==> src/mtg_pkg.sv <==
// Package for the MT19937 generator: table size, twist and tempering constants,
// action codes, queue entry and back-end types. No dependencies.
package mtg_pkg;

  localparam int STATE_WORDS  = 624;
  localparam int TWIST_OFFSET = 397;
  localparam int ADDR_W       = $clog2(STATE_WORDS);
  localparam int IDX_W        = $clog2(STATE_WORDS + 1);
  localparam int FAR_W        = $clog2(STATE_WORDS + TWIST_OFFSET);

  localparam logic [31:0] TWIST_MATRIX = 32'h9908_B0DF;
  localparam logic [31:0] HIGH_BIT     = 32'h8000_0000;
  localparam logic [31:0] LOW_BITS     = 32'h7FFF_FFFF;
  localparam logic [31:0] TEMPER_B     = 32'h9D2C_5680;
  localparam logic [31:0] TEMPER_C     = 32'hEFC6_0000;
  localparam logic [31:0] INIT_MULT    = 32'd1812433253;

  // action field codes
  localparam logic [1:0] ACT_RESEED = 2'd0;
  localparam logic [1:0] ACT_DRAW32 = 2'd1;
  localparam logic [1:0] ACT_DRAW64 = 2'd2;

  // command queue between front and back
  localparam int QDEPTH = 2;
  localparam int QPTR_W = $clog2(QDEPTH);
  localparam int QCNT_W = $clog2(QDEPTH + 1);

  typedef enum logic [1:0] {
    OP_RESEED,
    OP_DRAW32,
    OP_DRAW64
  } op_t;

  typedef struct packed {
    op_t         op;
    logic [31:0] seed;
  } cmd_t;

  typedef struct packed {
    logic              we;
    logic [ADDR_W-1:0] waddr;
    logic [31:0]       wdata;
    logic [ADDR_W-1:0] raddr_a;
    logic [ADDR_W-1:0] raddr_b;
  } ram_ctl_t;

  typedef enum logic [3:0] {
    B_IDLE,
    B_RS_MUL,
    B_RS_WR,
    B_DR_RD,
    B_DR_WAIT,
    B_OUT,
    B_TW_RD,
    B_TW_FAR,
    B_TW_WR
  } back_state_t;

endpackage

==> src/mtg_if.sv <==
// Valid/ready channel interfaces for the MT19937 generator: request and result.
// No dependencies.
interface mtg_req_if;
  logic        valid;
  logic        ready;
  logic [1:0]  action;
  logic [31:0] seed_value;

  modport source(output valid, action, seed_value, input ready);
  modport sink(input valid, action, seed_value, output ready);
endinterface


==> src/mtg_front.sv <==
// Front end: accepts request beats, drops unused action codes and queues commands.
// Depends on mtg_pkg and mtg_if.
module mtg_front (
  input  logic          clk,
  input  logic          rst,
  mtg_req_if.sink       req,
  output mtg_pkg::cmd_t cmd,
  output logic          cmd_valid,
  input  logic          cmd_pop
);

  mtg_pkg::cmd_t                entries [mtg_pkg::QDEPTH];
  logic [mtg_pkg::QPTR_W-1:0]   wptr;
  logic [mtg_pkg::QPTR_W-1:0]   rptr;
  logic [mtg_pkg::QCNT_W-1:0]   count;
  logic                         is_cmd;
  mtg_pkg::op_t                 op;
  logic                         push;
  logic                         pop;

  always_comb begin
    is_cmd = 1'b1;
    op     = mtg_pkg::OP_RESEED;
    case (req.action)
      mtg_pkg::ACT_RESEED: op = mtg_pkg::OP_RESEED;
      mtg_pkg::ACT_DRAW32: op = mtg_pkg::OP_DRAW32;
      mtg_pkg::ACT_DRAW64: op = mtg_pkg::OP_DRAW64;
      default:             is_cmd = 1'b0;
    endcase
  end

  assign req.ready = (count != mtg_pkg::QCNT_W'(mtg_pkg::QDEPTH));
  // unused codes are taken and dropped
  assign push      = req.valid && req.ready && is_cmd;
  assign pop       = cmd_pop && cmd_valid;
  assign cmd_valid = (count != '0);
  assign cmd       = entries[rptr];

  always_ff @(posedge clk) begin
    if (rst) begin
      wptr  <= '0;
      rptr  <= '0;
      count <= '0;
    end else begin
      if (push) begin
        wptr <= (wptr == mtg_pkg::QPTR_W'(mtg_pkg::QDEPTH - 1)) ? '0 : wptr + 1'b1;
      end
      if (pop) begin
        rptr <= (rptr == mtg_pkg::QPTR_W'(mtg_pkg::QDEPTH - 1)) ? '0 : rptr + 1'b1;
      end
      if (push && !pop) begin
        count <= count + 1'b1;
      end else if (pop && !push) begin
        count <= count - 1'b1;
      end
    end
  end

  always_ff @(posedge clk) begin
    if (push) begin
      entries[wptr] <= '{op: op, seed: req.seed_value};
    end
  end

  a_count_bound: assert property (@(posedge clk) disable iff (rst)
    count <= mtg_pkg::QCNT_W'(mtg_pkg::QDEPTH))
    else $error("command queue over-filled");

  a_push_grows: assert property (@(posedge clk) disable iff (rst)
    (push && !pop) |=> count == $past(count) + 1'b1)
    else $error("queue count did not follow a lone push");

endmodule

==> src/flat_wrapper.sv <==
// flat-port wrapper written by rule: the top's interface ports become plain ports
module mtg_front_flat 
  (clk, rst, cmd, cmd_valid, cmd_pop, req_valid, req_action, req_seed_value, req_ready);
  mtg_req_if req_i ();
  input  logic clk;
  input  logic rst;
  output mtg_pkg::cmd_t cmd;
  output logic cmd_valid;
  input  logic cmd_pop;
  input wire logic [$bits(req_i.valid)-1:0] req_valid;
  input wire logic [$bits(req_i.action)-1:0] req_action;
  input wire logic [$bits(req_i.seed_value)-1:0] req_seed_value;
  output wire logic [$bits(req_i.ready)-1:0] req_ready;
  assign req_i.valid = req_valid;
  assign req_i.action = req_action;
  assign req_i.seed_value = req_seed_value;
  assign req_ready = req_i.ready;
  mtg_front u_core (.clk(clk), .rst(rst), .req(req_i), .cmd(cmd), .cmd_valid(cmd_valid), .cmd_pop(cmd_pop));
endmodule
==> config.mk <==
export PLATFORM = sky130hd
export DESIGN_NAME = mtg_front_flat
export DESIGN_NICKNAME = d
export VERILOG_FILES = /design/src/mtg_pkg.sv /design/src/mtg_if.sv /design/src/mtg_front.sv /design/src/flat_wrapper.sv
export SDC_FILE = /design/constraint.sdc
export NUM_CORES = 1
export LEC_CHECK = 0
export ABC_AREA = 1
export BUFFER_PORTS_ARGS = -buffer_cell sky130_fd_sc_hd__clkbuf_2
export CAP_MARGIN = 20
export CORE_ASPECT_RATIO = 0.6
export CORE_MARGIN = 5
export CORE_UTILIZATION = 46
export DETAILED_ROUTE_END_ITERATION = 10
export PLACE_DENSITY = 0.71
export SLEW_MARGIN = 5
export SYNTH_ARGS = -nofsm -noshare
export SYNTH_HDL_FRONTEND = slang
export SYNTH_SLANG_ARGS = --single-unit
==> constraint.sdc <==
create_clock -name clk -period 4.9 [get_ports clk]
set_input_delay 0.245 -clock clk [delete_from_list [all_inputs] [get_ports clk]]
set_output_delay 0.245 -clock clk [all_outputs]
set_load 0.02 [all_outputs]
### Yosys cells after proc, flatten, opt, wreduce, memory -nomap -nowiden

Memories as Yosys holds them, arrays and structs flattened. A register that Yosys moved wholly into a read port is not among the register bits.
Index checks and enable logic that the tools add are counted.

| operators by class | value |
|---|---|
| shift operators | 0 |
| bitwise gates (word level) | 0 |
| multiply operators | 0 |
| reduce and logical (&&, ||, !) cells | 11 |
| $add $sub $neg | 4 |
| mux-type cells | 10 |
| eq/ne operators | 3 |
| magnitude comparators | 0 |
| div/mod/pow operators | 0 |

Operators by type and width:

| operator | count |
|---|---|
| two-way mux 1 bit | 7 |
| logical AND 1 bit | 5 |
| two-way mux 2 bit | 2 |
| case mux 2 bit (2 select lines) | 1 |
| nonzero test 2 bit | 2 |
| OR reduction 3 bit | 1 |
| adder 1 bit, second input constant | 2 |
| adder 2 x 1 -> 2 bit, second input constant | 1 |
| equality test 2 x 1 -> 1 bit, second input constant | 1 |
| equality test 2 bit, second input constant | 1 |
| zero test 1 bit | 2 |
| zero test 2 bit | 1 |
| != test 2 bit, second input constant | 1 |
| subtractor 2 x 1 -> 2 bit, second input constant | 1 |

| storage, ports and cells | value |
|---|---|
| word-level logic and storage cells | 32 |
| memories | 1 |
| bits in registers | 4 |
| RAM bits | 68 |
| bits in latches | 0 |
| output and inout port bits | 36 |
| memory bits (read-only) | 0 |

Memories:

| name | words | width | read ports | clocked after Yosys merged registers in | write ports | RTL line | text |
|---|---|---|---|---|---|---|---|
| u_core.entries | 2 | 34 | 1 | 1 | 1 | mtg_front.sv:12 | `mtg_pkg::cmd_t entries [mtg_pkg::QDEPTH];` |

### Longest topological paths before layout

Gate-level depths: netlist of the first run.

| depth | value |
|---|---|
| depth in word-level cells | 8 |
| depth in mapped cells | 10 |

### Least setup slack after synthesis of the first run

Ideal clock, no wire load.

| path | value |
|---|---|
| kind | register to register |
| start | register u_core.count[1] (netlist bit) |
| end | memory u_core.entries[0][0] (netlist bit) (enable) |
| period minus slack after synthesis | 3.265 ns |
| path buffers | 0 |
| data required time | 4.432 ns |
| stages on the path, launching flop included | 4 |
| path slack | 1.635 ns |
| arrival | 2.797 ns |
| library setup time | 0.468 ns |
| path through | dfxtp_1 -> inv_1 -> nor2_1 -> nor3_1 |

| between the ends | value |
|---|---|
| word-level cells in the longest chain between the ends | 5 |

RTL lines:

| item | RTL line | text |
|---|---|---|
| from (decl) | mtg_front.sv:15 | `logic [mtg_pkg::QCNT_W-1:0] count;` |
| from (signal assigned) | mtg_front.sv:52 | `count <= count + 1'b1;` |
| from (signal assigned) | mtg_front.sv:54 | `count <= count - 1'b1;` |
| != test 2 bit | mtg_front.sv:32 | `assign req.ready = (count != mtg_pkg::QCNT_W'(mtg_pkg::QDEPTH));` |
| logical AND 1 bit (2 in a row) | mtg_front.sv:34 | `assign push = req.valid && req.ready && is_cmd;` |
| two-way mux 1 bit | mtg_front.sv:60 | `if (push) begin` |
| two-way mux 1 bit (not written as such) | mtg_front.sv:61 | `entries[wptr] <= '{op: op, seed: req.seed_value};` |
| to (decl) | mtg_front.sv:12 |  |

Every way passes these cells.

==> run metrics, run 1 <==
status=complete, no violations; Reg clk slew, reported paths=70 ps; final WL=4.75 mm; mean post-synth cell area=between 15 and 20 µm²; Post-synth top cells=edfxtp_1, mux2_4, nand2_1; fmax=509 MHz; Leak=1.44 nW; Synth Area in XOR/XNOR=0; mux share of post-synthesis cell area=0.173; root buffer cell=clkbuf_8; most numerous cell in the Yosys netlist=edfxtp_1; initial DRC count=52; core region area=around 0.0061 mm²; top post-synthesis cells by area=edfxtp_1, mux2_4, dfxtp_1, buf_12, mux2_2; Die Height=71.2 µm; Critical Path AT=1720 ps; total track usage=0.126; DR pass1 iterations=4; row count=22; Yosys top cell by area=edfxtp_1; Initial Util=0.472; initial antenna violation count=0; Synthesized Nets=roughly 190; Post-synth EDFFs=68; largest family of logic cells by synthesized area=multiplexers; gr ovfl total=0; Setup Buffers After CTS=0; Worst Setup End Kind=output pin; drt drc=0; Reg-to-Reg Start=u_core.count[1]; FF+latch count, synth=73; Placed Instances=304; Worst Skew=7.40 ps; RSZ-0062 raised after global routing=no; PwrDens=approximately 490 mW/mm²; setup total negative slack=0 ps; Least-Margin Pin Slew=435 ps; Main synth FF type=edfxtp_1; mean number of vias per cell=between 4 and 5; share of layout cells above drive strength 1=0.536; clk buf depth=2; routability cong.=0.739; met2 usage=0.182; Tcrit/Tclk final=0.401; adder-cell share of the synthesized area=0.00436; Final Hold Vio Count=0; fin nets=roughly 270; Antenna diodes=0; hold_sp=req_seed_value[21]; crit path time final=around 2000 ps; I/O pins=between 70 and 80; clk_lat worst skew=about 340 ps; first-pass GRT wire length=about 7.3 mm; Peak VDD IR=around 0.00027 V; # setup viols final=0; final cell count without fillers=321; Crit Path Max Fanout=23; cts hold-fix bufs=0; area grow syn2layout=22.5%; Compound-Gate Fraction of Synth Area=0.00523; max-slew violations=0; Synth Instances=between 100 and 150; Seq/Total Area, Yosys=0.746; Synth Warn #=0; Die W=approximately 110 µm; WS Path Type=reg -> out; Post-DP HPWL=3.29 mm; die area=0.00797 mm²; number of filler cells placed in the layout=498; Final Cell Area=0.00352 mm²; simple-gate share of the synthesized area=0.0336; CTS tree=done; Avg WL per Cell=roughly 15 µm; Startpoint Class=register; post-synthesis async set-or-reset flop share=0; Max-Cap Viols=0; Netlist cell types=15; post-CTS sizing=0; largest net degree at the start of global routing=35; post-synth top area share=0.711; met1 usage=0.156; via count=1,473; met3 Use GR=0.0701; PortBufs=between 70 and 80; Mapped Area=0.00287 mm²; Worst EP required=around 4700 ps; HP Class=in -> reg; Worst R2R Setup Slack=3150 ps; Routed Antenna Nets=0; Num CTS Buffers=9; number of global-route vias before repair=about 1,500; CTS HTree Levels=3; dpl cell area=0.00329 mm²; clk sinks=73; relative slew slack=0.710; Top Usage Layer GRT=met2
[critical path, cell delays in order (launching register included)]
cell and delay (ps):
dfxtp_2 600, buf_12 260, mux2_2 350, clkbuf_2 150
[power breakdown]
| group | switching, mW | internal (mW) | total, mW |
|---|---|---|---|
| combinational | 0.262 | 0.206 | 0.468 |
| sequential | 0.0345 | 0.765 | 0.800 |
| clock | 0.202 | 0.260 | 0.462 |
[state kept, by name, indices dropped and copies added, names as in the netlist, named ones only]
name            cells
u_core.entries     68
u_core.count        2
u_core.rptr         1
u_core.wptr         1
[cells in the final DEF (no fill, tap or decap), types with 4 or more instances in the layout]
cell type,n
nand2_1,11
clkbuf_8,11
dfxtp_1,4
clkbuf_2,73
inv_1,10
nor2_1,9
mux2_2,4
edfxtp_1,68
mux2_4,30
[cell families (layout without fill, tap and decap cells)]
| family | count (synthesis) | after routing |
|---|---|---|
| AO/OA/AOI/OAI | 3 | 3 |
| adder cells (fa/ha/maj) | 1 | 1 |
| buffers and inverters | 14 | 102 |
| flip-flops | 73 | 73 |
| multiplexers | 34 | 34 |
| AND/OR/NAND/NOR | 24 | 24 |
[path summary, 6_finish.rpt]
| kind | end | cells past startpoint |
|---|---|---|
| worst max-delay path | cmd[14] | 3 |
| worst min-delay path | u_core.entries[1][21] | 1 |
| worst max register to register | u_core.entries[1][13] | 6 |
| worst min register to register | u_core.rptr | 2 |
[stage by stage]
stage                util  worst slack [ps]  total power [mW]  hold WS, ps
finish              0.578              2940              1.73         93.1
global route        0.578              2840              1.82         63.0
CTS                 0.575              2600              1.75         72.7
detailed placement  0.541              3000              1.28          440
global placement    0.541              3000              1.28          434
floorplan               -              1630              1.18          344
[layer usage]
metal  up-vias  part of all wire
li1        714                 -
met1       694              0.45
met2        55              0.45
met3        10             0.078
met4         0             0.020
met5         -                 0
[area by class of cell]
type / instances / area, µm² / share of cell area
inverters: 10 / 37.5 / 0.0107
clock inverters: 5 / 53.8 / 0.0153
well taps: 84 / 105 / 0.0299
clock buffers: 11 / 151 / 0.0431
multi-input cells: 62 / 624 / 0.178
flip-flops and latches: 73 / 2140 / 0.610
repair buffers: 76 / 400 / 0.114
No activity file was read; power rests on OpenSTA's default activity.
==> inputs of run 2 (changes only) <==
- ABC_AREA: 1 -> 0
- PLACE_DENSITY: 0.71 -> 0.72
- clock period: 4.9 -> 2 ns (I/O delays scaled with it)
==> run 2 against run 1 <==
Against the previous run: first-iteration DRC count is 17% lower; worst setup slack worse by 2500 ps; clock skew is 2.7 ps lower; wire length is 7.3% higher; global-route usage is 1.9 points higher.
==> run metrics, run 2 <==
gr ovfl total=0 (unchanged); Worst Setup End Kind=register (was output pin); initial antenna violation count=0 (unchanged); relative slew slack=0.773 (was 0.710); max-slew violations=0 (unchanged); FF-to-FF path depth=5 (was 6); number of global-route vias before repair=1,665 (was 1,486); Post-synth top cells=edfxtp_1, mux2_2, dfxtp_1 (was edfxtp_1, mux2_4, nand2_1); Antenna diodes=0 (unchanged); Netlist cell types=17 (was 15); max FFs per register=68 (unchanged); Placed Instances=287 (was 304); most numerous cell in the Yosys netlist=edfxtp_1 (unchanged); Final Hold Vio Count=0 (unchanged); Post-synth EDFFs=68 (unchanged); final cell count without fillers=335 (was 321); number of filler cells placed in the layout=421 (was 498); row count=21 (was 22); fmax=627 MHz; crit path time final=1600 ps; largest net degree at the start of global routing=35 (unchanged); Worst R2R Setup Slack=400 ps (was 3150 ps); area of the multi-input gates=548 µm² (was 624 µm²); clk sinks=73 (unchanged); commonest non-fill, non-tap cells in the layout=clkbuf_2, edfxtp_1, mux2_2 (was clkbuf_2, edfxtp_1, mux2_4); CTS HTree Levels=3 (unchanged); core region area=0.00562 mm² (was 0.00608 mm²); Initial Util=0.480 (was 0.472); CTS tree=done (unchanged); Yosys top cell by area=edfxtp_1 (unchanged); Die W=109 µm (was 112 µm); die area=0.00756 mm² (was 0.00797 mm²); root buffer cell=clkbuf_8 (unchanged); Crit Path Max Fanout=5 (was 23); post-CTS sizing=0 (unchanged); final WL=5.10 mm (was 4.75 mm); via count=1,541 (was 1,473); # setup viols final=0 (unchanged); Synthesized Nets=172 (was 188); Tcrit/Tclk final=0.798; Leak=1.45 nW (was 1.44 nW); Reg with most FFs=u_core.entries (unchanged); mean number of vias per cell=4.60 (was 4.59); Main synth FF type=edfxtp_1 (unchanged); largest registers=u_core.entries x68, u_core.count x2 (unchanged); status=complete, no violations (unchanged); Num CTS Buffers=9 (unchanged); total track usage=0.145 (was 0.126); DR pass1 iterations=3 (was 4); I/O pins=74 (unchanged); critical path cell sequence=nand2b_4 -> and3_4 -> ha_1 -> or3_1 -> a21oi_1 (was buf_12 -> mux2_2 -> clkbuf_2); Post-DP HPWL=3.22 mm (was 3.29 mm); drt drc=0 (unchanged); routability cong.=0.731 (was 0.739); crit-path max cell delay=410 ps (was 600 ps); Setup Buffers After CTS=0 (unchanged); commonest non-fill, non-tap cell in the layout=clkbuf_2 (unchanged); slowest cell on the critical path=dfxtp_1 (was dfxtp_2); PortBufs=73 (unchanged); Post-Place Setup Slack=436 ps (was 3000 ps); Least-Margin Pin Slew=337 ps (was 435 ps); Startpoint Class=register (unchanged); final setup margin=405 ps (was 2940 ps); RSZ-0062 raised after global routing=no (unchanged); clk_lat worst skew=330 ps (was 340 ps); register area=0.00214 mm² (about the same); Peak VDD IR=0.000770 V (was 0.000273 V); post-synthesis async set-or-reset flop share=0 (unchanged); Hold Path Stages=2 (was 1); FF+latch count, synth=73 (unchanged); area grow syn2layout=39.1% (was 22.5%); Mapped Area=0.00270 mm² (was 0.00287 mm²); Routed Antenna Nets=0 (unchanged); Reg clk slew, reported paths=70 ps (about the same); Synth Warn #=0 (unchanged); post-synth top area share=0.756 (was 0.711); Seq/Total Area, Yosys=0.793 (was 0.746); mean post-synth cell area=20.3 µm² (was 19.3 µm²); Critical Path AT=1860 ps (was 1720 ps); Worst EP required=2260 ps (was 4660 ps); initial DRC count=43 (was 52); Synth Instances=133 (was 149); Avg WL per Cell=15.2 µm (was 14.8 µm); PwrDens=1220 mW/mm² (was 492 mW/mm²); Max-Cap Viols=0 (unchanged); setup total negative slack=0 ps (unchanged); WS Path Type=reg -> reg (was reg -> out); Worst Skew=4.71 ps (was 7.40 ps); clk buf depth=2 (unchanged); Die Height=69.4 µm (was 71.2 µm); first-pass GRT wire length=8.18 mm (was 7.33 mm); top post-synthesis cells by area=edfxtp_1, mux2_2, dfxtp_1, xor2_1, nor2b_1 (was edfxtp_1, mux2_4, dfxtp_1, buf_12, mux2_2); share of layout cells above drive strength 1=0.514 (was 0.536); HP Class=in -> reg (unchanged); fin nets=289 (was 271)
==> run 2: cell types whose count changed after synthesis, sizes merged, moves of 2 or more <==
cell and delta:
inv -10, nand2 -10, nor2 -5, nor2b +4, xor2 +3, nand3 -2
==> run 2: logic make-up after synthesis <==
logic type / count (synthesis) / share of synthesized area
muxes: 35 / 0.147
adders and majority gates: 1 / 0.00463
DFF: 73 / 0.793
and+or+nand+nor: 14 / 0.0324
AOI/OAI and AO/OA: 3 / 0.00556
xor gates and xnor gates: 3 / 0.00973
buffers and inverters: 4 / 0.00741
==> run 2: repair_timing <==
item                                    4_1_cts  5_1_grt
hold buffers                                 32        0
endpoints found under the setup margin        0        0
hold endpoints to repair                     64        0
==> run 2: report_power, final <==
part | leakage (nW) | internal (mW) | total [mW] | switching, mW
combinational | 0.665 | 0.572 | 1.34 | 0.764
clock | 0.112 | 0.815 | 1.30 | 0.483
sequential | 0.671 | 1.89 | 1.96 | 0.0661
total | 1.45 | 3.28 | 4.59 | 1.31
==> run 2: path summary, 6_finish.rpt <==
kind / start / end
setup reg to reg: u_core.count[0] / u_core.count[1]
hold reg to reg: u_core.rptr / u_core.rptr
setup / recovery: u_core.count[0] / u_core.count[1]
hold / removal: rst / u_core.count[1]
==> run 2: layout make-up <==
class,count,area share
multi-input combinational,56,0.146
clock buffer,9,0.0330
sequential,73,0.570
timing repair buffer,110,0.196
tap,80,0.0266
clock inverter,7,0.0290
==> run 2: worst max-delay path, delay by kind of cell, from the launching register on <==
family / cells / cell delay [ps]
adder cells (fa/ha/maj): 1 / 260
AO/OA/AOI/OAI: 1 / 140
flip-flops: 1 / 410
AND/OR/NAND/NOR: 3 / 720
==> run 2: routing by layer <==
layer | track usage | up-vias | share of wire
li1 | - | 753 | -
met2 | 0.218 | 60 | 0.45
met4 | 0.0294 | 0 | 0
met3 | 0.0828 | 0 | 0.092
met1 | 0.182 | 728 | 0.46
met5 | 0 | - | 0
==> run 2: per-stage QoR <==
step,hold slack [ps],utilization,cell area [µm²],power [mW]
finish,27.9,0.668,3760,4.59
global route,7.43,0.668,3760,4.83
CTS,7.15,0.668,3760,4.64
detailed placement,294,0.570,3210,3.29
global placement,291,0.570,3210,3.27
floorplan,169,-,2710,2.86
