### src/mtg_pkg.sv
// Package for the MT19937 generator: table size, twist and tempering constants,
// action codes, queue entry and back-end types. No dependencies.
package mtg_pkg;

  localparam int STATE_WORDS  = 624;
  localparam int TWIST_OFFSET = 397;
  localparam int ADDR_W       = $clog2(STATE_WORDS);
  localparam int IDX_W        = $clog2(STATE_WORDS + 1);
  localparam int FAR_W        = $clog2(STATE_WORDS + TWIST_OFFSET);

  localparam logic [31:0] TWIST_MATRIX = 32'h9908_B0DF;
  localparam logic [31:0] HIGH_BIT     = 32'h8000_0000;
  localparam logic [31:0] LOW_BITS     = 32'h7FFF_FFFF;
  localparam logic [31:0] TEMPER_B     = 32'h9D2C_5680;
  localparam logic [31:0] TEMPER_C     = 32'hEFC6_0000;
  localparam logic [31:0] INIT_MULT    = 32'd1812433253;

  // action field codes
  localparam logic [1:0] ACT_RESEED = 2'd0;
  localparam logic [1:0] ACT_DRAW32 = 2'd1;
  localparam logic [1:0] ACT_DRAW64 = 2'd2;

  // command queue between front and back
  localparam int QDEPTH = 2;
  localparam int QPTR_W = $clog2(QDEPTH);
  localparam int QCNT_W = $clog2(QDEPTH + 1);

  typedef enum logic [1:0] {
    OP_RESEED,
    OP_DRAW32,
    OP_DRAW64
  } op_t;

  typedef struct packed {
    op_t         op;
    logic [31:0] seed;
  } cmd_t;

  typedef struct packed {
    logic              we;
    logic [ADDR_W-1:0] waddr;
    logic [31:0]       wdata;
    logic [ADDR_W-1:0] raddr_a;
    logic [ADDR_W-1:0] raddr_b;
  } ram_ctl_t;

  typedef enum logic [3:0] {
    B_IDLE,
    B_RS_MUL,
    B_RS_WR,
    B_DR_RD,
    B_DR_WAIT,
    B_OUT,
    B_TW_RD,
    B_TW_FAR,
    B_TW_WR
  } back_state_t;

endpackage

### src/mtg_if.sv


interface mtg_rsp_if;
  logic        valid;
  logic        ready;
  logic [63:0] random_value;

  modport source(output valid, random_value, input ready);
  modport sink(input valid, random_value, output ready);
endinterface

### src/mtg_back.sv
// Back end: reseed, twist and draw sequencer over the state table RAM, with the
// result register. Depends on mtg_pkg and mtg_if.
module mtg_back (
  input  logic              clk,
  input  logic              rst,
  input  mtg_pkg::cmd_t     cmd,
  input  logic              cmd_valid,
  output logic              cmd_pop,
  output mtg_pkg::ram_ctl_t ram,
  input  logic [31:0]       rdata_a,
  input  logic [31:0]       rdata_b,
  mtg_rsp_if.source         rsp
);

  localparam logic [mtg_pkg::ADDR_W-1:0] LAST_POS  = mtg_pkg::ADDR_W'(mtg_pkg::STATE_WORDS - 1);
  localparam logic [mtg_pkg::IDX_W-1:0]  IDX_EMPTY = mtg_pkg::IDX_W'(mtg_pkg::STATE_WORDS);

  mtg_pkg::back_state_t          state, state_next;
  logic [mtg_pkg::IDX_W-1:0]     idx, idx_next;
  logic [mtg_pkg::ADDR_W-1:0]    pos, pos_next;
  logic [31:0]                   chain, chain_next;
  logic [31:0]                   prod, prod_next;
  logic [31:0]                   mix_y, mix_y_next;
  logic [31:0]                   upper, upper_next;
  logic                          is64, is64_next;
  logic                          half, half_next;
  logic [63:0]                   result, result_next;
  logic                          out_valid;
  logic [63:0]                   out_data;
  logic                          out_load;

  logic [mtg_pkg::ADDR_W-1:0]    pos_wrap;
  logic [mtg_pkg::FAR_W-1:0]     far_sum;
  logic [mtg_pkg::ADDR_W-1:0]    far;
  logic [31:0]                   seed_word;
  logic [31:0]                   word;

  function automatic logic [31:0] temper(input logic [31:0] v);
    logic [31:0] y;
    y = v ^ (v >> 11);
    y = y ^ ((y << 7) & mtg_pkg::TEMPER_B);
    y = y ^ ((y << 15) & mtg_pkg::TEMPER_C);
    y = y ^ (y >> 18);
    return y;
  endfunction

  assign pos_wrap = (pos == LAST_POS) ? '0 : pos + 1'b1;
  assign far_sum  = mtg_pkg::FAR_W'(pos) + mtg_pkg::FAR_W'(mtg_pkg::TWIST_OFFSET);
  assign far      = (far_sum >= mtg_pkg::FAR_W'(mtg_pkg::STATE_WORDS))
                  ? mtg_pkg::ADDR_W'(far_sum - mtg_pkg::FAR_W'(mtg_pkg::STATE_WORDS))
                  : mtg_pkg::ADDR_W'(far_sum);
  assign seed_word = prod + 32'(pos);
  assign word      = temper(rdata_a);

  always_comb begin
    state_next  = state;
    idx_next    = idx;
    pos_next    = pos;
    chain_next  = chain;
    prod_next   = prod;
    mix_y_next  = mix_y;
    upper_next  = upper;
    is64_next   = is64;
    half_next   = half;
    result_next = result;
    ram         = '0;
    cmd_pop     = 1'b0;
    out_load    = 1'b0;
    case (state)
      mtg_pkg::B_IDLE: begin
        if (cmd_valid) begin
          cmd_pop = 1'b1;
          case (cmd.op)
            mtg_pkg::OP_RESEED: begin
              ram.we     = 1'b1;
              ram.waddr  = '0;
              ram.wdata  = cmd.seed;
              chain_next = cmd.seed;
              pos_next   = mtg_pkg::ADDR_W'(1);
              state_next = mtg_pkg::B_RS_MUL;
            end
            mtg_pkg::OP_DRAW32, mtg_pkg::OP_DRAW64: begin
              is64_next  = (cmd.op == mtg_pkg::OP_DRAW64);
              half_next  = 1'b0;
              state_next = mtg_pkg::B_DR_RD;
            end
            default: ;
          endcase
        end
      end
      mtg_pkg::B_RS_MUL: begin
        prod_next  = mtg_pkg::INIT_MULT * (chain ^ (chain >> 30));
        state_next = mtg_pkg::B_RS_WR;
      end
      mtg_pkg::B_RS_WR: begin
        ram.we     = 1'b1;
        ram.waddr  = pos;
        ram.wdata  = seed_word;
        chain_next = seed_word;
        if (pos == LAST_POS) begin
          idx_next   = IDX_EMPTY;
          state_next = mtg_pkg::B_IDLE;
        end else begin
          pos_next   = pos + 1'b1;
          state_next = mtg_pkg::B_RS_MUL;
        end
      end
      mtg_pkg::B_DR_RD: begin
        if (idx == IDX_EMPTY) begin
          // table used up: regenerate before reading
          pos_next   = '0;
          state_next = mtg_pkg::B_TW_RD;
        end else begin
          ram.raddr_a = idx[mtg_pkg::ADDR_W-1:0];
          idx_next    = idx + 1'b1;
          state_next  = mtg_pkg::B_DR_WAIT;
        end
      end
      mtg_pkg::B_DR_WAIT: begin
        if (is64 && !half) begin
          upper_next = word;
          half_next  = 1'b1;
          state_next = mtg_pkg::B_DR_RD;
        end else begin
          result_next = is64 ? {upper, word} : {32'b0, word};
          state_next  = mtg_pkg::B_OUT;
        end
      end
      mtg_pkg::B_OUT: begin
        // hold until the result register is free
        if (!out_valid || rsp.ready) begin
          out_load   = 1'b1;
          state_next = mtg_pkg::B_IDLE;
        end
      end
      mtg_pkg::B_TW_RD: begin
        ram.raddr_a = pos;
        ram.raddr_b = pos_wrap;
        state_next  = mtg_pkg::B_TW_FAR;
      end
      mtg_pkg::B_TW_FAR: begin
        mix_y_next  = (rdata_a & mtg_pkg::HIGH_BIT) | (rdata_b & mtg_pkg::LOW_BITS);
        ram.raddr_a = far;
        state_next  = mtg_pkg::B_TW_WR;
      end
      mtg_pkg::B_TW_WR: begin
        ram.we    = 1'b1;
        ram.waddr = pos;
        ram.wdata = rdata_a ^ (mix_y >> 1) ^ (mix_y[0] ? mtg_pkg::TWIST_MATRIX : 32'b0);
        if (pos == LAST_POS) begin
          idx_next   = '0;
          state_next = mtg_pkg::B_DR_RD;
        end else begin
          pos_next   = pos + 1'b1;
          state_next = mtg_pkg::B_TW_RD;
        end
      end
      default: state_next = mtg_pkg::B_IDLE;
    endcase
  end

  always_ff @(posedge clk) begin
    if (rst) begin
      state     <= mtg_pkg::B_IDLE;
      idx       <= IDX_EMPTY;
      out_valid <= 1'b0;
    end else begin
      state <= state_next;
      idx   <= idx_next;
      if (out_load) begin
        out_valid <= 1'b1;
      end else if (rsp.ready) begin
        out_valid <= 1'b0;
      end
    end
  end

  always_ff @(posedge clk) begin
    pos    <= pos_next;
    chain  <= chain_next;
    prod   <= prod_next;
    mix_y  <= mix_y_next;
    upper  <= upper_next;
    is64   <= is64_next;
    half   <= half_next;
    result <= result_next;
    if (out_load) begin
      out_data <= result;
    end
  end

  assign rsp.valid        = out_valid;
  assign rsp.random_value = out_data;

  a_twist_ends: assert property (@(posedge clk) disable iff (rst)
    (state == mtg_pkg::B_TW_WR && pos == LAST_POS)
      |=> (idx == '0 && state == mtg_pkg::B_DR_RD))
    else $error("twist did not rewind the read index");

  a_draw_reads: assert property (@(posedge clk) disable iff (rst)
    (state == mtg_pkg::B_DR_RD && idx != IDX_EMPTY) |=> state == mtg_pkg::B_DR_WAIT)
    else $error("draw with words left did not read the table");

  a_reseed_ends: assert property (@(posedge clk) disable iff (rst)
    (state == mtg_pkg::B_RS_WR && pos == LAST_POS)
      |=> (idx == IDX_EMPTY && state == mtg_pkg::B_IDLE))
    else $error("reseed did not leave the table marked used up");

endmodule

### src/flat_wrapper.sv
// flat-port wrapper written by rule: the top's interface ports become plain ports
module mtg_back_flat 
  (clk, rst, cmd, cmd_valid, cmd_pop, ram, rdata_a, rdata_b, rsp_valid, rsp_random_value, rsp_ready);
  mtg_rsp_if rsp_i ();
  input  logic clk;
  input  logic rst;
  input  mtg_pkg::cmd_t cmd;
  input  logic cmd_valid;
  output logic cmd_pop;
  output mtg_pkg::ram_ctl_t ram;
  input  logic [31:0] rdata_a;
  input  logic [31:0] rdata_b;
  output wire logic [$bits(rsp_i.valid)-1:0] rsp_valid;
  output wire logic [$bits(rsp_i.random_value)-1:0] rsp_random_value;
  input wire logic [$bits(rsp_i.ready)-1:0] rsp_ready;
  assign rsp_valid = rsp_i.valid;
  assign rsp_random_value = rsp_i.random_value;
  assign rsp_i.ready = rsp_ready;
  mtg_back u_core (.clk(clk), .rst(rst), .cmd(cmd), .cmd_valid(cmd_valid), .cmd_pop(cmd_pop), .ram(ram), .rdata_a(rdata_a), .rdata_b(rdata_b), .rsp(rsp_i));
endmodule
### config.mk
export PLATFORM = sky130hd
export DESIGN_NAME = mtg_back_flat
export DESIGN_NICKNAME = d
export VERILOG_FILES = /design/src/mtg_pkg.sv /design/src/mtg_if.sv /design/src/mtg_back.sv /design/src/flat_wrapper.sv
export SDC_FILE = /design/constraint.sdc
export NUM_CORES = 1
export LEC_CHECK = 0
export ABC_AREA = 1
export ABC_CLOCK_PERIOD_IN_PS = 12300
export BUFFER_PORTS_ARGS = -buffer_cell sky130_fd_sc_hd__buf_2
export CAP_MARGIN = 20
export CELL_PAD_IN_SITES_DETAIL_PLACEMENT = 2
export CELL_PAD_IN_SITES_GLOBAL_PLACEMENT = 2
export CORE_ASPECT_RATIO = 0.5
export CORE_MARGIN = 4
export CORE_UTILIZATION = 40
export CTS_BUF_LIST = sky130_fd_sc_hd__clkbuf_8
export CTS_CLUSTER_SIZE = 25
export DETAILED_ROUTE_END_ITERATION = 8
export GPL_TIMING_DRIVEN = 0
export PLACE_DENSITY_LB_ADDON = 0.3
export SLEW_MARGIN = 10
export SYNTH_ARGS = -nofsm -noshare
export SYNTH_HDL_FRONTEND = slang
export SYNTH_SLANG_ARGS = --single-unit
### constraint.sdc
create_clock -name clk -period 12.3 [get_ports clk]
set_clock_uncertainty 0.2 [all_clocks]
set_input_delay 2.46 -clock clk [delete_from_list [all_inputs] [get_ports clk]]
set_output_delay 2.46 -clock clk [all_outputs]
set_load 0.1 [all_outputs]
# ---- Word level (Yosys, flattened, before mapping)
# Cells that the tools add are included.
dict set report op_classes {
  add_sub_neg 5
  n_mul 1
  div_mod_pow 0
  n_lt_le_gt_ge 1
  n_eq_ne 23
  shift 0
  muxes 39
  n_bitwise 9
  reduce_logical 21
}
# operator n
set ops {}
lappend ops {{$pmux 43 s3} 1}
lappend ops {{$mux 10} 11}
lappend ops {{$mux 32} 3}
lappend ops {{$xor 32x32->32} 3}
lappend ops {{$pmux 10 s3} 3}
lappend ops {{$mux 43} 2}
lappend ops {{$pmux 32 s2} 1}
lappend ops {{$pmux 4 s9} 1}
lappend ops {{$add 32x10->32} 1}
lappend ops {{$mul 31x32->32 const A} 1}
lappend ops {{$or 32x31->32} 1}
lappend ops {{$xor 32x14->32} 1}
lappend ops {{$xor 32x2->32} 1}
lappend ops {{$xor 32x21->32} 1}
lappend ops {{$xor 32x31->32} 1}
lappend ops {{$add 10x1->10 const B} 2}
lappend ops {{$eq 10x10->1 const B} 2}
lappend ops {{$eq 4x3->1 const B} 4}
lappend ops {{$add 10x9->10 const B} 1}
lappend ops {{$ge 10x10->1 const B} 1}
lappend ops {{$mux 1} 10}
lappend ops {{$ne 2x1->1 const B} 5}
lappend ops {{$ne 2x2->1 const B} 5}
lappend ops {{$sub 10x10->10 const B} 1}
lappend ops {{24 further kinds} 36}
dict set report totals {
  ff_bits 283
  latchBits 0
  mem_bits_rw 0
  romBits 0
  inputBits 102
  n_memories 0
}

# ---- Logic depth before layout (Yosys ltp)
# Gate-level depths: netlist of the first run.
dict set report depth {
  depth_word 5
  ltp_mapped 26
}

# ---- Worst setup path after synthesis of the first run
# Ideal clock, no wire load.
dict set report synth_timing {
  kind {in2reg}
  from {in rsp_ready}
  to {reg u_core.out_data[0] (netlist: u_core.rsp.random_value[0]), enable pin}
  setup_time_ns 0.644
  arrival_time_ns 8.576
  t_required_ns 11.456
  setup_slack_ns 2.880
  stages 2
  path_buffers 0
  cell_sequence {nor2_1 -> nor4_1}
}
dict set report synth_via {
  elab_chain_len 3
}
# element line_no
set synth_lines {}
lappend synth_lines {{from (decl)} flat_wrapper.sv:15} ;# input wire logic [$bits(rsp_i.ready)-1:0] rsp_ready;
lappend synth_lines {{$logic_or 1x1->1} mtg_back.sv:131} ;# if (!out_valid || rsp.ready) begin
lappend synth_lines {{$mux 1} mtg_back.sv:131}
lappend synth_lines {{$mux 1} mtg_back.sv:69} ;# case (state)
lappend synth_lines {{via u_core.out_load} mtg_back.sv:30} ;# logic out_load;
lappend synth_lines {{to (signal assigned)} mtg_back.sv:188} ;# out_data <= result;
lappend synth_lines {{to (decl)} mtg_back.sv:29} ;# logic [63:0] out_data;
# The timed path passes the listed nets, and every way through them passes these cells.
# A chain may end at the register's enable or synchronous reset.

# ---- Final worst setup path of the first run
dict set report layout_timing {
  from {reg u_core.chain[31]}
  to {reg u_core.prod[31] (data pin)}
}
dict set report layout_via {
  elab_chain_len 2
}
# element line_no
set layout_lines {}
lappend layout_lines {{from (decl)} mtg_back.sv:21} ;# logic [31:0] chain, chain_next;
lappend layout_lines {{from (signal assigned)} mtg_back.sv:180} ;# chain <= chain_next;
lappend layout_lines {{$xor 32x2->32} mtg_back.sv:92} ;# prod_next = mtg_pkg::INIT_MULT * (chain ^ (chain >> 30));
lappend layout_lines {{$mul 31x32->32} mtg_back.sv:92}
lappend layout_lines {{to (signal assigned)} mtg_back.sv:181} ;# prod <= prod_next;
lappend layout_lines {{to (decl)} mtg_back.sv:22} ;# logic [31:0] prod, prod_next;
# Every way passes these cells.

==> impl_metrics.json, run 1 <==
{
  "status": "complete, no violations",
  "required_ns": 12.45,
  "drv_slew": 0,
  "cp_top_family": "adder cells",
  "synthCells": 2114,
  "syn_area_um2": 21200,
  "cts_resized": 0,
  "dr_wl_met3_mm": 8.37,
  "ios": 231,
  "worstMarginPinSlew_ns": 1.17,
  "path_class": "reg2reg",
  "placed_cell_area_um2": 23400,
  "avgViaCountPerCell": 5.79,
  "clk_latency_ns": 0.66,
  "hold-path-cell-count": 0,
  "num_rows": 59,
  "final_nets": 2882,
  "cp-end-kind": "flip-flop",
  "min_path_type": "reg2reg",
  "async_reset_ff_share_pct": 0,
  "grt_max_degree": 33,
  "ys_top_cells_by_area": "edfxtp_1 (38%), fa_1 (14%), ha_1 (13%)",
  "grt_overflow": 0,
  "design_area_um2": 24300,
  "ys_seq_area_share_pct": 39.5,
  "worst-path-buf-inv": 7,
  "root_buffer": "clkbuf_8",
  "r2r_slack_ns": 3.49,
  "clock_sinks": 283,
  "routabilityCongestion": 0.905,
  "fmax_ghz": 0.113,
  "drc": 0,
  "dr.first_iter.drc_count": 1927,
  "post-route-period-util_pct": 71.6,
  "critPathLaunchType": "flip-flop",
  "cpPeakStageDelay_ns": 0.96,
  "core_area_um2": 52100,
  "rsz0062_at_grt": "no",
  "ys.warnings.count": 0,
  "cts_tree": "built",
  "htree_num_levels": 2,
  "vias": 18300,
  "synthFlopType": "edfxtp_1",
  "hold_buffers": 0,
  "dieArea_um2": 56800,
  "final-setup-viol-count": 0,
  "postCtsSetupBuffers": 0,
  "hold_viol": 0,
  "cts_buffers": 45,
  "holdPathEnd": "u_core.rsp.random_value[60]",
  "grt_pass1_vias": 20100,
  "die_h_um": 171,
  "clk_pin_slew_worst_paths_ns": 0.14,
  "start_util_pct": 40.6,
  "drv_cap": 0,
  "cp.arrival_ns": 8.96,
  "drive_gt1_share_pct": 14.8,
  "synth_area_per_cell_um2": 10.0,
  "rr_endpoint": "u_core.prod[31]",
  "hold_start": "u_core.result[60]",
  "yosysTopAreaCell": "edfxtp_1",
  "highest_layer": "met5",
  "antenna_left": 0,
  "clock_path_buffers": 3,
  "crit_chain": "xnor2_1, xnor2_1, inv_1, ha_1, inv_1, fa_1, fa_1, fa_1, inv_1, fa_1, inv_1, fa_1, fa_1, inv_1, ha_1, inv_1, nor3_1, nand2_1, nor3_1, nand2_1, nand3_1, inv_1, nand2_1, nand2_1",
  "synth_edf_count": 268,
  "reg2reg_from": "u_core.chain[31]",
  "die_w_um": 333,
  "wire_per_inst_um": 31.8,
  "hold_ws_ns": 0.183,
  "synth_cell_types": 49,
  "drt_pass1_iterations": 7,
  "drt-total-wl_mm": 100,
  "syn_to_final_growth_pct": 14.7,
  "cp_max_fo": 5,
  "route.met2.wl_mm": 46.6,
  "nFillCells": 5531,
  "ys_ff_latch": 283,
  "crit_slowest_cell": "xnor2_1",
  "dp_hpwl_mm": 69.9,
  "crit_top_cell": "inv_1",
  "synth_nets": 2590,
  "track_usage_pct": 32.8,
  "finalCriticalPeriod_ns": 8.81,
  "wl_met1_mm": 37.8,
  "yosysTopAreaCellShare_pct": 38.0,
  "grt_antenna_before_repair": 17,
  "grt_pass1_wl_mm": 136,
  "relSlewSlack_pct": 21.3,
  "portBuffers": 228,
  "r2r_cells": 24
}
==> per-layer routing <==
layer / track usage, % / up-vias
met5: 0 / -
met4: 17.8 / 6
met3: 6.36 / 457
met2: 55.5 / 1125
met1: 40.0 / 9216
li1: - / 7495
==> logic make-up after synthesis <==
logic type | count (synthesis) | share of synthesized area (%)
AND/OR/NAND/NOR | 625 | 12.5
AO/OA/AOI/OAI | 236 | 6.36
XOR/XNOR | 148 | 6.27
flip-flops | 283 | 39.5
adder cells (fa/ha/maj) | 374 | 27.3
buffers and inverters | 448 | 8.02
==> how the worst max path moves through the flow <==
stage | start | end | slack (ns) | cells past startpoint
2_1_floorplan | rsp_ready | u_core.rsp.random_value[0] | 2.88 | 2
3_3_place_gp | rsp_ready | u_core.rsp.random_value[42] | -0.34 | 3
3_5_place_dp | u_core.chain[31] | u_core.prod[31] | 4.13 | 24
4_1_cts | u_core.chain[31] | u_core.prod[31] | 3.83 | 24
5_1_grt | u_core.chain[31] | u_core.prod[31] | 3.42 | 24
6_report | u_core.chain[31] | u_core.prod[31] | 3.49 | 24
==> per-stage QoR <==
stage | instances | worst slack [ns] | utilization (%) | setup TNS (ns)
after floorplan | 2114 | 2.88 | - | 0
after global placement | 3043 | -0.342 | 44.5 | -21.22
after detailed placement | 3060 | 4.13 | 44.9 | 0
after CTS | 3142 | 3.83 | 46.5 | 0
after global routing | 3158 | 3.42 | 46.6 | 0
final | 3158 | 3.49 | 46.6 | 0
==> state kept, by name (all words and copies together), names as in the netlist <==
register / cells
u_core.pos: 10
u_core.chain: 32
u_core.rsp.random_value: 64
u_core.state: 4
u_core.upper: 32
u_core.prod: 32
u_core.mix_y: 32
u_core.half: 1
u_core.rsp.valid: 1
u_core.result: 64
u_core.idx: 10
u_core.is64: 1
==> final cells by class <==
class                   count  area, um2  share of cell area, %
multi-input cells        1383      11100                   45.9
clock buffers              45        619                   2.55
plain buffers              24        104                  0.428
repair buffers            245       1330                   5.46
clock inverters            37        211                  0.871
inverters                 424       1590                   6.56
flip-flops and latches    283       8350                   34.4
diodes                     16       40.0                  0.165
well taps                 701        877                   3.61
==> cell usage after synthesis, types with 2 or more instances <==
cell type	instances
inv_1	410
nand2_1	372
edfxtp_1	268
ha_1	227
fa_1	147
nor2_1	109
a21oi_1	97
xor2_1	84
o21ai_0	78
nand3_1	73
xnor2_1	60
nor3_1	20
dfxtp_1	15
clkbuf_1	14
inv_2	13
nand4_1	12
o221ai_1	12
a21o_1	9
nand2_2	9
o211ai_1	8
nand3b_1	7
nor4_1	7
o21bai_1	7
a211oi_1	5
buf_2	5
buf_1	4
nor2_2	4
o22ai_1	4
nand3_2	3
o21ai_1	3
o31ai_1	3
a21boi_0	2
nand2_4	2
nor2_4	2
nor3_2	2
o21ai_2	2
xnor2_2	2
xor2_2	2
==> cells in the final DEF, fill, tap and decap left out, types with 4 or more instances in the layout <==
| master | instances |
|---|---|
| o221ai_1 | 12 |
| diode_2 | 16 |
| inv_2 | 14 |
| a21o_1 | 9 |
| nand2_2 | 10 |
| nand3_1 | 73 |
| clkbuf_8 | 45 |
| nand3b_1 | 7 |
| nor2_1 | 109 |
| nand4_1 | 12 |
| o211ai_1 | 8 |
| xor2_1 | 84 |
| a21oi_1 | 97 |
| clkinv_2 | 10 |
| ha_1 | 227 |
| nor4_1 | 6 |
| dfxtp_1 | 15 |
| buf_1 | 4 |
| o21ai_0 | 78 |
| nor3_1 | 19 |
| edfxtp_1 | 268 |
| buf_4 | 10 |
| a211oi_1 | 4 |
| o21bai_1 | 7 |
| clkinv_1 | 13 |
| buf_2 | 234 |
| nand2_1 | 371 |
| inv_1 | 419 |
| fa_1 | 147 |
| o22ai_1 | 4 |
| clkbuf_1 | 14 |
| xnor2_1 | 59 |
Power of run 1 is not shown: default switching activity piles up to over one toggle a cycle in this logic, so the estimate is an artifact.
==> run 2: changes to the inputs <==
- ABC_AREA: 1 -> 0
- ABC_CLOCK_PERIOD_IN_PS: 12300 -> 7490
- CORE_UTILIZATION: 40 -> 37
- clock period: 12.3 -> 7.49 ns (I/O delays scaled with it)
==> impl_metrics.json, run 2 <==
{
  "relSlewSlack_pct": 30.4,
  "crit_slowest_cell": "fa_1",
  "dr.first_iter.drc_count": 916,
  "vias": 14500,
  "worst-path-buf-inv": 5,
  "cp-end-kind": "flip-flop",
  "synthFlopType": "edfxtp_1",
  "start_util_pct": 37.5,
  "clk_latency_ns": 0.60,
  "hold_ws_ns": 0.217,
  "track_usage_pct": 23.8,
  "grt_pass1_vias": 16100,
  "synth_cell_types": 65,
  "drv_cap": 0,
  "synth_edf_count": 268,
  "fmax_ghz": 0.137,
  "grt_pass1_wl_mm": 105,
  "cpPeakStageDelay_ns": 0.52,
  "min_path_type": "reg2reg",
  "drt_pass1_iterations": 5,
  "clock_path_buffers": 3,
  "grt_antenna_before_repair": 13,
  "required_ns": 7.61,
  "finalSetupTns_ns": 0,
  "path_class": "reg2reg",
  "root_buffer": "clkbuf_8",
  "num_rows": 60,
  "core_area_um2": 54000,
  "async_reset_ff_share_pct": 0,
  "cp_top_family": "adder cells",
  "ys_seq_area_share_pct": 41.2,
  "post-route-period-util_pct": 97.7,
  "placed_cell_area_um2": 22600,
  "finalCriticalPeriod_ns": 7.32,
  "die_w_um": 339,
  "design_area_um2": 23600,
  "final_cell_mix": "edfxtp_1 (268), inv_1 (259), buf_2 (231), ha_1 (227), fa_1 (147)",
  "synth_most_common_cell": "edfxtp_1",
  "grt_max_degree": 34,
  "dp_hpwl_mm": 56.4,
  "yosysTopAreaCellShare_pct": 39.7,
  "ys.warnings.count": 0,
  "cp_max_fo": 10,
  "dieArea_um2": 58800,
  "ios": 231,
  "ys_top_cells_by_count": "edfxtp_1 (268), inv_1 (245), ha_1 (227), fa_1 (147), xnor2_1 (143)",
  "wire_per_inst_um": 25.8,
  "worstMarginPinSlew_ns": 1.04,
  "die_h_um": 173,
  "critPathLaunchType": "flip-flop",
  "drc": 0,
  "avgViaCountPerCell": 5.21,
  "syn_area_um2": 20300,
  "cp.arrival_ns": 7.44,
  "synth_nets": 2202,
  "final_nets": 2502,
  "fin_util_pct": 43.8,
  "antenna_left": 0,
  "synthCells": 1726,
  "ys_ff_latch": 283,
  "synth_area_per_cell_um2": 11.7,
  "status": "complete, no violations",
  "hold_viol": 0,
  "crit_top_cell": "fa_1",
  "final-setup-viol-count": 0,
  "clk_pin_slew_worst_paths_ns": 0.06,
  "routabilityCongestion": 0.855,
  "htree_num_levels": 2,
  "yosysTopAreaCell": "edfxtp_1",
  "portBuffers": 228,
  "cts_tree": "built",
  "ys_top_cells_by_area": "edfxtp_1 (40%), fa_1 (15%), ha_1 (14%)",
  "clock_sinks": 283,
  "drive_gt1_share_pct": 16.9,
  "cts_buffers": 45,
  "syn_to_final_growth_pct": 16.6,
  "drt-total-wl_mm": 71.7,
  "drv_slew": 0,
  "grt_overflow": 0,
  "final_common_cell": "edfxtp_1"
}
## run 2: area by class of cell
cell class	count	area [um2]
timing repair buffer	255	1480
antenna	13	32.5
multi-input combinational	1152	10900
inverter	245	920
clock inverter	33	234
buffer	44	195
sequential	283	8350
fill	5587	30400
tap	713	892
clock buffer	45	619
## run 2: worst reg2reg max path, stage by stage (launching register included)
cell and delay, ns:
edfxtp_1 0.49, xor2_4 0.24, buf_16 0.18, xnor2_4 0.28
ha_1 0.24, or2_2 0.30, ha_1 0.29, inv_1 0.06
fa_1 0.48, inv_1 0.04, ha_1 0.18, fa_1 0.46
fa_1 0.47, fa_1 0.52, inv_1 0.05, fa_1 0.48
inv_1 0.05, ha_1 0.42, nand3_1 0.19, nor2_2 0.24
nand3_1 0.12, a311o_1 0.41, a31oi_4 0.25, a211o_1 0.20
a21oi_2 0.09, xnor2_1 0.16
## run 2: kinds of logic after synthesis
logic type / Yosys count / synth area share [%]
DFF: 283 / 41.2
muxes: 3 / 0.154
xor gates and xnor gates: 212 / 9.17
adders and majority gates: 374 / 28.5
and+or+nand+nor: 344 / 8.36
buffers and inverters: 291 / 5.54
AOI/OAI and AO/OA: 219 / 7.02
## run 2: final timing paths
check                                                   end  depth (start not counted)  slack [ns]              start
worst max-delay path                        u_core.prod[31]                         25        0.17   u_core.chain[30]
worst min register to register  u_core.rsp.random_value[57]                          0        0.22  u_core.result[57]
worst max register to register              u_core.prod[31]                         25        0.17   u_core.chain[30]
worst min-delay path            u_core.rsp.random_value[57]                          0        0.22  u_core.result[57]
## run 2: timing repair
action,in CTS,in global routing
endpoints found under the hold margin,0,0
endpoints found under the setup margin,9,5
gates resized for setup,7,3
buffers inserted,7,9
pin swaps,1,2
hold buffers,0,0
## run 2: stage by stage
| stage | std cells | worst slack, ns |
|---|---|---|
| final | 2783 | 0.172 |
| after global routing | 2782 | -0.0540 |
| after CTS | 2762 | 0.0111 |
| after detailed placement | 2678 | -0.616 |
| after global placement | 2667 | -2.31 |
| after floorplan | 1726 | 0.734 |
## run 2: layer usage
metal  vias to the layer above  track usage (%)  part of all wire [%]
met5                         -                0                 0.014
met4                         2             9.29                   4.0
met3                       131             3.64                   4.7
met2                       367             39.6                    47
met1                      7502             31.5                    44
li1                       6493                -                     -
Power of run 2 is left out for the same reason.
==> run 3: changes to the inputs <==
- BUFFER_PORTS_ARGS: -buffer_cell sky130_fd_sc_hd__buf_2 -> not set
- CORE_UTILIZATION: 37 -> 40
- DONT_BUFFER_PORTS: not set -> 1
==> impl_metrics.json, run 3 (synthesis gave the netlist of run 2 again) <==
{
  "status": "complete, no violations",
  "required_ns": 7.60,
  "post-route-period-util_pct": 97.9,
  "final_cell_mix": "edfxtp_1 (268), inv_1 (260), ha_1 (225), fa_1 (147), xnor2_1 (141)",
  "design_area_um2": 22800,
  "cts_tree": "built",
  "num_rows": 57,
  "fin_util_pct": 46.3,
  "drive_gt1_share_pct": 9.64,
  "cp_max_fo": 9,
  "grt_max_degree": 37,
  "placed_cell_area_um2": 21700,
  "grt_pass1_vias": 15300,
  "grt_antenna_before_repair": 3,
  "min_path_type": "reg2reg",
  "routabilityCongestion": 0.867,
  "nFillCells": 4921,
  "clk_pin_slew_worst_paths_ns": 0.07,
  "syn_to_final_growth_pct": 12.7,
  "critPathLaunchType": "flip-flop",
  "finalCriticalPeriod_ns": 7.33,
  "antenna_left": 0,
  "portBuffers": 0,
  "path_class": "reg2reg",
  "multi_input_area_um2": 11000,
  "r2r_slack_ns": 0.16,
  "drt-total-wl_mm": 74.5,
  "vias": 14000,
  "clock_sinks": 283,
  "relSlewSlack_pct": 18.9,
  "ios": 231,
  "dr.first_iter.drc_count": 962,
  "core_area_um2": 49300,
  "cts_buffers": 45,
  "final_nets": 2292,
  "holdPathEnd": "u_core.rsp.random_value[56]",
  "track_usage_pct": 26.7,
  "fmax_ghz": 0.136,
  "grt_overflow": 0,
  "wire_per_inst_um": 29.5,
  "cp-end-kind": "flip-flop",
  "start_util_pct": 41.1,
  "reg2reg_from": "u_core.chain[0]",
  "die_w_um": 326,
  "hold_buffers": 0,
  "drv_slew": 0,
  "seqCellArea_um2": 8350,
  "hold-path-cell-count": 0,
  "rr_endpoint": "u_core.prod[31]",
  "avgViaCountPerCell": 5.54,
  "worstMarginPinSlew_ns": 1.22,
  "r2r_cells": 25,
  "clk_latency_ns": 0.62,
  "dp_hpwl_mm": 57.5,
  "final-instance-count-excl-fill": 2530,
  "drt_pass1_iterations": 5,
  "dp.cells": 2424,
  "htree_num_levels": 2,
  "clock_path_buffers": 3,
  "die_h_um": 167,
  "drv_cap": 0,
  "grt_pass1_wl_mm": 107,
  "drc": 0,
  "final_common_cell": "edfxtp_1",
  "hold_viol": 0,
  "dieArea_um2": 54500,
  "hold_start": "u_core.result[56]",
  "cp.arrival_ns": 7.44,
  "final-setup-viol-count": 0,
  "root_buffer": "clkbuf_8"
}
[run 3: cell types whose count changed in the layout (fill, tap and decap cells not counted), moves of 7 or more]
cell / change
buf_2: -228
diode_2: -7
nor2_1: -9
nor2_2: +8
o21ai_0: -24
o21ai_2: +26
[run 3: routing by layer]
metal | vias up | global-route usage [%] | part of all wire, %
li1 | 6056 | - | -
met1 | 7314 | 34.1 | 41
met2 | 486 | 45.6 | 49
met3 | 150 | 4.64 | 5.7
met4 | 0 | 10.1 | 4.4
met5 | - | 0 | 0
[run 3: cell type report]
cell class,instances,share of cell area (%)
clock inverter,31,0.641
clock buffer,46,2.77
inverter,245,4.03
timing repair buffer,45,2.98
sequential,283,36.6
multi-input combinational,1152,48.4
tap,678,3.72
buffer,44,0.855
antenna,6,0.0658
[run 3: worst max path at each step]
stage                            endpoint              from  cells past startpoint  slack, ns
after floorplan           u_core.prod[31]  u_core.chain[30]                     25       0.73
after global placement    u_core.prod[31]  u_core.chain[30]                     25      -1.99
after detailed placement  u_core.prod[31]  u_core.chain[31]                     25      -0.57
after CTS                 u_core.prod[31]  u_core.chain[30]                     25      0.006
after global routing      u_core.prod[31]   u_core.chain[0]                     25      -0.03
final                     u_core.prod[31]   u_core.chain[0]                     25       0.16
[run 3: timing repair]
action | 4_1_cts | 5_1_grt
resized for setup | 8 | 7
pin swaps | 1 | 3
setup buffers | 1 | 23
setup endpoints to repair | 10 | 7
[run 3: critical path, stage by stage, from the launching register on]
cell and delay [ns]:
edfxtp_1 0.47, xor2_4 0.33, buf_8 0.23, xnor2_4 0.20, ha_1 0.24, or2_2 0.30, ha_1 0.28, inv_1 0.05
fa_1 0.48, inv_1 0.05, ha_1 0.19, fa_1 0.48, fa_1 0.46, fa_1 0.52, inv_1 0.06, fa_1 0.47
inv_1 0.05, ha_2 0.42, nand3_2 0.15, nor2_4 0.17, nand3_1 0.11, a311o_1 0.42, a31oi_4 0.27, a211o_1 0.20
a21oi_1 0.10, xnor2_1 0.14
[run 3: metrics by stage]
stage	hold slack [ns]	setup TNS, ns	setup WS, ns
after floorplan	0.200	0	0.734
after CTS	0.219	0	0.00640
final	0.218	0	0.159
after detailed placement	0.207	-1.88	-0.567
after global placement	0.203	-17.48	-1.99
after global routing	0.228	-0.0515	-0.0310
Power of run 3 is left out for the same reason.
